## config.mk

```make
export PLATFORM = sky130hd
export DESIGN_NAME = drm_cell
export DESIGN_NICKNAME = d
export VERILOG_FILES = /design/src/sv/drm_pkg.sv /design/src/sv/drm_cell.sv
export SDC_FILE = /design/constraint.sdc
export NUM_CORES = 1
export LEC_CHECK = 0
export ABC_AREA = 0
export BUFFER_PORTS_ARGS = -buffer_cell sky130_fd_sc_hd__buf_2
export CORE_MARGIN = 2
export CORE_UTILIZATION = 28
export CTS_BUF_LIST = sky130_fd_sc_hd__clkbuf_16
export DETAILED_ROUTE_END_ITERATION = 7
export PLACE_DENSITY = 0.4
export SLEW_MARGIN = 20
export SYNTH_ARGS = -nofsm -noshare
export SYNTH_HDL_FRONTEND = slang
export SYNTH_SLANG_ARGS = --single-unit
```

## constraint.sdc

```tcl
create_clock -name clk -period 20.3 [get_ports clk]
set_input_delay 2.03 -clock clk [delete_from_list [all_inputs] [get_ports clk]]
set_output_delay 2.03 -clock clk [all_outputs]
set_load 0.05 [all_outputs]
```

## src/sv/drm_pkg.sv

```systemverilog
// Shared types and constants for the dirty-rectangle merger.
package drm_pkg;

    localparam int unsigned CoordW = 12;
    localparam int unsigned InW    = 16;
    localparam int unsigned AreaW  = 2 * CoordW + 1;
    localparam int unsigned ResultCap = 64;

    typedef logic [CoordW-1:0] coord_t;

    typedef struct packed {
        coord_t l;
        coord_t t;
        coord_t r;
        coord_t b;
    } box_t;

    typedef enum logic [1:0] {
        OP_ADD   = 2'd0,
        OP_LIST  = 2'd1,
        OP_FLIP  = 2'd2,
        OP_CLEAR = 2'd3
    } op_t;

    typedef enum logic [2:0] {
        ST_OK       = 3'd0,
        ST_EMPTY    = 3'd1,
        ST_RAW_FULL = 3'd2,
        ST_NO_BOXES = 3'd3,
        ST_OPT_FULL = 3'd4
    } status_t;

    localparam logic CFG_SCREEN_RIGHT  = 1'b0;
    localparam logic CFG_SCREEN_BOTTOM = 1'b1;

    typedef struct packed {
        op_t                   operation;
        logic signed [InW-1:0] left;
        logic signed [InW-1:0] top;
        logic signed [InW-1:0] right;
        logic signed [InW-1:0] bottom;
    } in_beat_t;

    typedef struct packed {
        coord_t  box_left;
        coord_t  box_top;
        coord_t  box_right;
        coord_t  box_bottom;
        status_t status;
        logic    last;
    } out_beat_t;

    typedef struct packed {
        logic valid;
        box_t bx;
        logic done;
    } probe_t;

    function automatic logic [AreaW-1:0] area(input box_t x);
        logic [CoordW-1:0] w;
        logic [CoordW-1:0] h;
        w = x.r - x.l;
        h = x.b - x.t;
        return AreaW'(w) * AreaW'(h);
    endfunction

endpackage

```

## src/sv/drm_cell.sv

```systemverilog
// One slot of the optimized list, which tests and absorbs a travelling box.
module drm_cell (
    input  logic            clk,
    input  logic            rst_n,
    input  logic            clear,
    input  logic            shift_en,
    input  logic            is_tail,
    input  drm_pkg::probe_t probe_in,
    output drm_pkg::probe_t probe_out,
    output drm_pkg::box_t   box,
    output logic            occupied
);
    import drm_pkg::*;

    box_t   box_reg;
    logic   occ_reg;
    probe_t out_reg;
    probe_t probe_next;
    box_t   u;
    logic   take_merge;
    logic   take_append;

    always_comb
    begin
        u.l = (box_reg.l < probe_in.bx.l) ? box_reg.l : probe_in.bx.l;
        u.t = (box_reg.t < probe_in.bx.t) ? box_reg.t : probe_in.bx.t;
        u.r = (box_reg.r > probe_in.bx.r) ? box_reg.r : probe_in.bx.r;
        u.b = (box_reg.b > probe_in.bx.b) ? box_reg.b : probe_in.bx.b;
        take_merge  = probe_in.valid && !probe_in.done && occ_reg &&
                      ((AreaW+1)'(area(u)) <
                       (AreaW+1)'(area(probe_in.bx)) + (AreaW+1)'(area(box_reg)));
        take_append = probe_in.valid && !probe_in.done && !occ_reg && is_tail;
        probe_next      = probe_in;
        probe_next.done = probe_in.done || take_merge || take_append;
    end

    always_ff @(posedge clk or negedge rst_n)
    begin
        if (!rst_n)
        begin
            occ_reg <= 1'b0;
            out_reg <= '0;
        end
        else if (clear)
        begin
            occ_reg <= 1'b0;
            out_reg <= '0;
        end
        else if (shift_en)
        begin
            out_reg <= probe_next;
            if (take_append)
                occ_reg <= 1'b1;
        end
    end

    always_ff @(posedge clk)
    begin
        if (shift_en && take_merge)
            box_reg <= u;
        else if (shift_en && take_append)
            box_reg <= probe_in.bx;
    end

    assign probe_out = out_reg;
    assign box       = box_reg;
    assign occupied  = occ_reg;
endmodule

```

## Word level (Yosys, flattened, before mapping)

Index checks and enable logic that the tools add are counted.

| storage, ports and cells | value |
|---|---|
| flip-flop bits (word level) | 99 |
| bits in latches | 0 |
| memory bits (writable) | 0 |
| memory bits (read-only) | 0 |
| input bits | 55 |
| output and inout port bits | 99 |
| logic and storage cells | 52 |
| memories | 0 |

| cells by class | value |
|---|---|
| $add $sub $neg | 7 |
| $mul | 3 |
| div/mod/pow operators | 0 |
| order comparisons | 5 |
| eq/ne operators | 0 |
| shift operators | 0 |
| mux-type cells | 11 |
| bitwise operators | 0 |
| reduce and logical (&&, ||, !) cells | 15 |

Operators by type and width:

| operator | number |
|---|---|
| 50-bit 2-to-1 mux | 2 |
| 48-bit 2-to-1 mux | 2 |
| 12-bit by 12-bit multiplier with 24-bit output | 3 |
| 12-bit subtractor | 6 |
| 12-bit 2-to-1 mux | 4 |
| 24-bit by 24-bit adder with 25-bit output | 1 |
| 24-bit by 25-bit < comparator with 1-bit output | 1 |
| 12-bit greater-than comparator | 2 |
| 12-bit < comparator | 2 |
| 1-bit logical AND | 7 |
| 2-bit nonzero test | 3 |
| 1-bit 2-to-1 mux | 3 |
| 1-bit zero test | 2 |
| 1-bit logical OR | 2 |
| 2-bit AND reduction | 1 |

## Depth between registers and ports, before layout

Gate-level depths: netlist of run 1.

| logic depth | value |
|---|---|
| depth after elaboration | 10 |
| mapped depth | 57 |

## Worst setup path before layout of run 1

No wires, ideal clock.

| timing path | value |
|---|---|
| kind | input-to-reg |
| start | input probe_in[38] (netlist name) |
| end | register box_reg (netlist bit box[0]) (enable) |
| setup time | 0.454 ns |
| arrival time | 13.774 ns |
| data required time | 19.846 ns |
| slack | 6.072 ns |
| cell stages on the path | 53 |
| path buffers | 1 |
| cell sequence | inv_1 > ha_1 > a21o_1 > a21o_1 > a211oi_1 > o21bai_1 > a211oi_1 > o21ai_0 > a21oi_1 > clkbuf_1 > nor2_1 > a21oi_1 > ha_1 > nor2b_1 > o21ai_0 > a21boi_0 > o211ai_1 > a21oi_1 > [... 17 more ...] > nand3_1 > nand2_1 > a41oi_1 > a211oi_1 > a21oi_1 > xnor2_1 > ha_1 > a21o_1 > a21o_1 > a21oi_1 > nor2b_1 > o21ai_0 > nand2b_1 > a21oi_1 > a22oi_1 > nand2_1 > o2111ai_1 > nor2_1 |

| between the ends | value |
|---|---|
| cells in the longest elaborated chain, start to end | 8 |
| elaborated cells on any way between the ends | 11 |
| classes of those cells | add/sub: 3; mul: 2; order compare: 2; mux: 1; reduce/logical: 3 |

RTL lines:

| what | RTL line | RTL |
|---|---|---|
| start, declared | drm_cell.sv:8 | `input drm_pkg::probe_t probe_in,` |
| branches (longest 4 deep; another with 24-bit by 24-bit adder with 25-bit output) | - |  |
| 24-bit by 25-bit < comparator with 1-bit output (*) | drm_cell.sv:30 | `((AreaW+1)'(area(u)) <` |
| 1-bit logical AND (*) | drm_cell.sv:29 | `take_merge = probe_in.valid && !probe_in.done && occ_reg &&` |
| 1-bit logical AND (*) | drm_cell.sv:59 | `if (shift_en && take_merge)` |
| 2-bit nonzero test (no source line) (*) | - |  |
| end signal, assigned | drm_cell.sv:60 | `box_reg <= u;` |
| end signal, assigned | drm_cell.sv:62 | `box_reg <= probe_in.bx;` |
| end, declared | drm_cell.sv:15 | `box_t box_reg;` |

Mark *: on every way between the ends.
A chain may end at the register's enable or synchronous reset.

## Final worst setup path of run 1

| timing path | value |
|---|---|
| start | input probe_in[14] (netlist name) |
| end | register box_reg (netlist bit box[40]) (data pin) |

| between the ends | value |
|---|---|
| cells in the longest elaborated chain, start to end | 8 |
| elaborated cells on any way between the ends | 11 |
| classes of those cells | add/sub: 3; mul: 2; order compare: 2; mux: 2; reduce/logical: 2 |

RTL lines:

| what | RTL line |
|---|---|
| branches (longest 4 deep; another with 24-bit by 24-bit adder with 25-bit output) | - |
| 24-bit by 25-bit < comparator with 1-bit output (*) | drm_cell.sv:30 |
| 1-bit logical AND (*) | drm_cell.sv:29 |
| 1-bit logical AND (*) | drm_cell.sv:59 |
| 48-bit 2-to-1 mux (*) | drm_cell.sv:59 |

Marks and branches as above.

==> summary.md, run 1 <==
| Metric | Value |
|---|---|
| Area after DPL | 25,250 um2 |
| Endpoints failing hold | 0 |
| Initial antenna violation count | 3 |
| Critical Path Source | probe_in[14] |
| Drt pass-1 iters | 5 |
| Seq cells post-synth | 99 |
| Die width | 290.6 um |
| Die Y | 290.6 um |
| Slowest CP cell | xor2_1 |
| Root buf cell | clkbuf_16 |
| Nets | 3,502 |
| Met3 Use GR | 2.608% |
| Vias/cell | 4.687 |
| Total GRT Usage | 18.40% |
| Yosys cell types | 65 |
| Placer congestion estimate | 0.8674 |
| Clock Sinks | 99 |
| Yosys top cell by area | fa_1 |
| CTS tree | yes |
| H-tree levels | 3 |
| RSZ-0062 raised after global routing | false |
| Fillers | 8,736 |
| FMAX | 69.68 MHz |
| Cell mode on critical path | inv_1 |
| Number of global-route vias before repair | 19,568 |
| Top FF cell, synth | dfrtp_1 |
| Inserted Clock Buffers | 9 |
| Fin crit share | 70.70% |
| GR Overflow Total | 0 |
| Clock transition at path regs | 0.08 ns |
| FFs w/ async S/R, synth | 51.52% |
| CP Capture Type | flip-flop |
| Util after Layout | 31.33% |
| Routed wire length | 76.33 mm |
| Worst endpoint required time | 20.41 ns |
| Fin crit period | 14.35 ns |
| # DRC | 0 |
| Reg2Reg Setup Slack | 7.28 ns |
| Setup bufs post-CTS | 0 |
| Avg Inst Size Synth | 8.638 um2 |
| Result of the run | complete, no violations |
| Most common library cells after synthesis | 548 x inv_1, 349 x fa_1, 305 x nand2_1 |
| GRT met1 Usage | 26.24% |
| Syn Nets | 3,369 |
| Critical path launch point type | primary input |
| Final Max Tran Viols | 0 |
| IO buf count | 153 |
| Post-route ant nets | 0 |
| Hold path start | probe_out[37] |
| Ranking of synthesized cells by area | fa_1 30%, ha_1 16%, inv_1 8.9% |
| Post-synth top area share | 30.37% |
| Hpwl dp | 65.47 mm |
| Most common cell in the netlist | inv_1 |
| Routed len/inst | 19.72 um |
| Slew headroom | 27.28% |
| Critical Path AT | 14.46 ns |
| Post-CTS sizing | 0 |
| Die Area | 84,460 um2 |
| Setup TNS | 0 ns |
| Worst setup margin | 5.949 ns |
| M2 GR Usage | 29.46% |
| Worst skew pair latency | 0.38 ns |
| CP max FO | 45 |
| Synthesis Warnings | 0 |
| Largest net degree at the start of global routing | 53 |
| Number of synthesized flops with an enable pin | 48 |
| R2r startpoint | box[13] |
| CTS Hold Bufs | 0 |
| Layout cells sized above 1 | 9.390% |
| Clock Path Buffers | 2 |
| Core area | 81,720 um2 |
| Post-synthesis sequential area ratio | 11.81% |
| Largest register FFs | 50 |
| Starting Density | 28.15% |
| Post-synthesis cell count | 2,663 |
| Global-route wire length before repair | 119.0 mm |
| Hold Crit Class | reg2reg |
| Post-synthesis cell area | 23,000 um2 |
| I/O Pins | 154 |
| DP Worst Slack | 5.517 ns |
| Final instance area | 25,600 um2 |
| Setup Viol. Count Final | 0 |
| # diodes | 0 |
| Area Overhead vs Synth | 11.30% |
| Row count | 105 |
| Clk_skew | 0.01258 ns |
| CP peak stage delay | 0.66 ns |
| Most Crowded Layer GR | met2 |
| Worst slew pin tran | 1.091 ns |
| Total number of vias | 18,142 |
| DRT iter0 DRCs | 1,010 |
| Max_cap viols | 0 |
| Crit path kind | in2reg |
-- cells by family after synthesis --
family          share of synthesized area, %
simple gates                           15.51
buf+inv                                10.23
mux                                    2.818
flops                                  11.81
compound gates                         8.665
fa+ha+maj                              46.85
xor+xnor                               4.112
-- layout make-up --
type                    instances  area, um2  area share [%]
multi-input cells            1938      18020           70.40
flip-flops and latches         99       2718           10.61
inverters                     548       2057           8.034
well taps                    1070       1339           5.229
repair buffers                200       1121           4.379
clock buffers                  10      250.2          0.9774
clock inverters                 6      92.59          0.3616
-- cells in the final DEF (no fill, tap or decap), drive strengths merged, types with 4 or more instances in the layout --
| cell type | count |
|---|---|
| a2111oi | 4 |
| a211oi | 11 |
| a21boi | 14 |
| a21o | 28 |
| a21oi | 116 |
| a31o | 4 |
| and2 | 48 |
| buf | 200 |
| clkbuf | 10 |
| dfrtp | 51 |
| edfxtp | 48 |
| fa | 349 |
| ha | 302 |
| inv | 550 |
| mux2 | 8 |
| mux2i | 55 |
| nand2 | 305 |
| nand2b | 65 |
| nand3 | 15 |
| nand4 | 17 |
| nor2 | 232 |
| nor2b | 46 |
| nor3 | 30 |
| o2111ai | 4 |
| o211ai | 4 |
| o21a | 8 |
| o21ai | 95 |
| o21bai | 10 |
| o31ai | 4 |
| or2 | 14 |
| or3 | 10 |
| xnor2 | 73 |
| xor2 | 35 |
-- stage by stage --
| stage | cells | hold slack, ns |
|---|---|---|
| 2_1_floorplan | 2663 | 0.7721 |
| 3_3_place_gp | 3855 | 0.5017 |
| 3_5_place_dp | 3855 | 0.5077 |
| 4_1_cts | 3871 | 0.5272 |
| 5_1_grt | 3871 | 0.5515 |
| 6_report | 3871 | 0.5213 |
-- layer usage --
layer,routed length [um],up-vias,part of all wire [%]
met5,0,-,0
met1,36480,9060,48
met3,4085,73,5.4
met4,1631,0,2.1
met2,34130,426,45
li1,-,8583,-
-- critical path, delay by kind of cell --
| family | cells | cell delay [ns] |
|---|---|---|
| buffers and inverters | 9 | 1.24 |
| xor gates and xnor gates | 3 | 0.99 |
| adders and majority gates | 9 | 3.88 |
| and+or+nand+nor | 12 | 1.80 |
| AOI/OAI and AO/OA | 18 | 4.43 |
-- worst paths after layout --
path	endpoint	depth (start not counted)
max in group asynchronous	probe_out[37]	2
setup reg to reg	box[40]	49
setup / recovery	box[40]	51
hold reg to reg	probe_out[37]	2
hold / removal	probe_out[37]	2
min in group asynchronous	probe_out[26]	2
Power of run 1 is not shown: default switching activity piles up to over one toggle a cycle in this logic, so the estimate is an artifact.
==> run 2: changes to the inputs <==
- ABC_AREA: 0 -> 1
- PLACE_DENSITY: 0.4 -> 0.41
- clock period: 20.3 -> 11.92 ns (I/O delays scaled with it)
==> run 2 against run 1 <==
Non-clock buffer count fell by 7. Cell area rose by 1.9%. Routed wire length rose by 9.8%. Sequential cell count did not move. Sequential share of layout area fell by 0.20 points. Critical path depth fell by 12. Utilization fell by 0.10 points.
==> summary.md, run 2 <==
| Metric | Value |
|---|---|
| Worst skew pair latency | 0.36 ns |
| GR Overflow Total | 0 |
| CP max FO | 49 |
| Syn Nets | 3,769 |
| Root buf cell | clkbuf_16 |
| Drt pass-1 iters | 6 |
| Result of the run | complete, no violations |
| Commonest non-fill, non-tap cells in the layout | 728 x nand2_1, 675 x inv_1, 349 x fa_1, 302 x ha_1, 221 x nor2_1 |
| CTS Hold Bufs | 0 |
| Endpoints failing hold | 0 |
| Core area | 83,560 um2 |
| Most common cell in the netlist | nand2_1 |
| Setup Viol. Count Final | 0 |
| Total number of vias | 19,860 |
| FFs w/ async S/R, synth | 51.52% |
| Yosys top cell by area | fa_1 |
| Synthesis Warnings | 0 |
| Global-route wire length before repair | 129.9 mm |
| IO buf count | 153 |
| Total GRT Usage | 19.80% |
| Routed len/inst | 19.52 um |
| Seq cells post-synth | 99 |
| Reg2Reg Setup Slack | 1.09 ns |
| Max_cap viols | 0 |
| Most common library cells after synthesis | 730 x nand2_1, 674 x inv_1, 349 x fa_1 |
| Hpwl dp | 72.56 mm |
| Die width | 294.5 um |
| Inserted Clock Buffers | 9 |
| I/O Pins | 154 |
| Clock Sinks | 99 |
| Worst slew pin tran | 1.103 ns |
| Ranking of synthesized cells by area | fa_1 30%, ha_1 16%, nand2_1 12% |
| Post-route ant nets | 0 |
| Cell mode on critical path | fa_1 |
| Number of synthesized flops with an enable pin | 48 |
| Cells on worst reg2reg path | 45 |
| CP Capture Type | flip-flop |
| Vias/cell | 4.625 |
| Initial antenna violation count | 1 |
| Starting Density | 28.27% |
| DRT iter0 DRCs | 1,086 |
| Setup TNS | 0 ns |
| Clock transition at path regs | 0.08 ns |
| Slowest CP cell | fa_1 |
| Post-synthesis sequential area ratio | 11.50% |
| Worst setup margin | 0.9909 ns |
| Largest register FFs | 50 |
| Fin crit share | 91.69% |
| Placer congestion estimate | 0.8645 |
| Hold Crit Class | reg2reg |
| # diodes | 0 |
| CP peak stage delay | 0.60 ns |
| Final Max Tran Viols | 0 |
| Slew headroom | 26.19% |
| Critical path launch point type | primary input |
| Die Y | 294.5 um |
| Clk_skew | 0.009366 ns |
| Worst endpoint required time | 12.15 ns |
| H-tree levels | 3 |
| Routed wire length | 83.83 mm |
| # DRC | 0 |
| Largest net degree at the start of global routing | 53 |
| Row count | 106 |
| RSZ-0062 raised after global routing | false |
| Yosys cell types | 56 |
| Fin crit period | 10.93 ns |
| Post-synthesis cell area | 23,630 um2 |
| Avg Inst Size Synth | 7.713 um2 |
| DP Worst Slack | 0.5332 ns |
| Crit path kind | in2reg |
| Top FF cell, synth | dfrtp_1 |
| Post-synth top area share | 29.57% |
| Post-synthesis cell count | 3,063 |
| Most common cell after layout, fill and taps aside | nand2_1 |
| Die Area | 86,720 um2 |
| Nets | 3,915 |
| FMAX | 91.50 MHz |
| CTS tree | yes |
| Layout cells sized above 1 | 8.867% |
| Number of global-route vias before repair | 21,032 |
| Worst Hold Depth | 2 |
| Area Overhead vs Synth | 10.44% |
| Critical Path AT | 11.16 ns |
| Clock Path Buffers | 2 |
-- run 2: cell count changes in the layout (fill, tap and decap cells not counted), moves of 24 or more --
| cell | before | now |
|---|---|---|
| nand2_1 | 305 | 728 |
| inv_1 | 548 | 675 |
| nand3_1 | 15 | 99 |
| nand2b_1 | 65 | 5 |
| mux2i_1 | 54 | 0 |
| nand4_1 | 17 | 63 |
| nor2b_1 | 46 | 0 |
| and2_1 | 48 | 3 |
| xnor2_1 | 66 | 22 |
| clkinv_1 | 1 | 25 |
-- run 2: layout make-up --
class	count	area, um2
clock inverter	6	30.03
tap	1080	1351
fill	9214	57460
timing repair buffer	193	1086
sequential	99	2718
clock buffer	10	250.2
inverter	702	2635
multi-input combinational	2204	18020
-- run 2: layer usage --
layer	vias to the layer above	part of all wire [%]	track usage, %
met5	-	0	0
met4	0	2.6	4.791
met3	74	4.3	2.730
met2	384	46	32.61
met1	9705	47	27.34
li1	9697	-	-
-- run 2: worst paths after layout --
| kind | startpoint | end |
|---|---|---|
| worst min-delay path | probe_out[20] | probe_out[20] |
| worst max register to register | box[0] | box[39] |
| min in group asynchronous | rst_n | probe_out[19] |
| worst min register to register | probe_out[20] | probe_out[20] |
| worst max-delay path | probe_in[27] | box[39] |
| max in group asynchronous | rst_n | probe_out[8] |
-- run 2: cells by family (layout without fill, tap and decap cells) --
family	count (synthesis)	in the layout	share of synthesized area, %
AND/OR/NAND/NOR	1206	1206	21.59
buffers and inverters	760	911	12.33
adder cells (fa/ha/maj)	651	651	45.57
AO/OA/AOI/OAI	283	283	6.636
flip-flops	99	99	11.50
XOR/XNOR	64	64	2.373
-- run 2: through the flow --
stage          util [%]  hold WS, ns  area (um2)  std cells
5_1_grt           31.23       0.5036       26090       4294
6_report          31.23       0.4819       26090       4294
3_5_place_dp      30.88       0.4684       25800       4278
3_3_place_gp      30.88       0.4652       25800       4278
2_1_floorplan         -       0.7600       23630       3063
4_1_cts           31.22       0.4856       26090       4294
-- run 2: critical path, delay by kind of cell --
kind	cells	cell delay, ns
adders and majority gates	10	4.69
and+or+nand+nor	15	2.21
AOI/OAI and AO/OA	6	1.36
buffers and inverters	7	1.31
xor gates and xnor gates	1	0.32
-- run 2: repair_timing --
item,CTS,global route
hold endpoints to repair,0,0
setup endpoints to repair,0,97
buffers inserted,0,0
resized for setup,0,4
Power of run 2 is left out for the same reason.
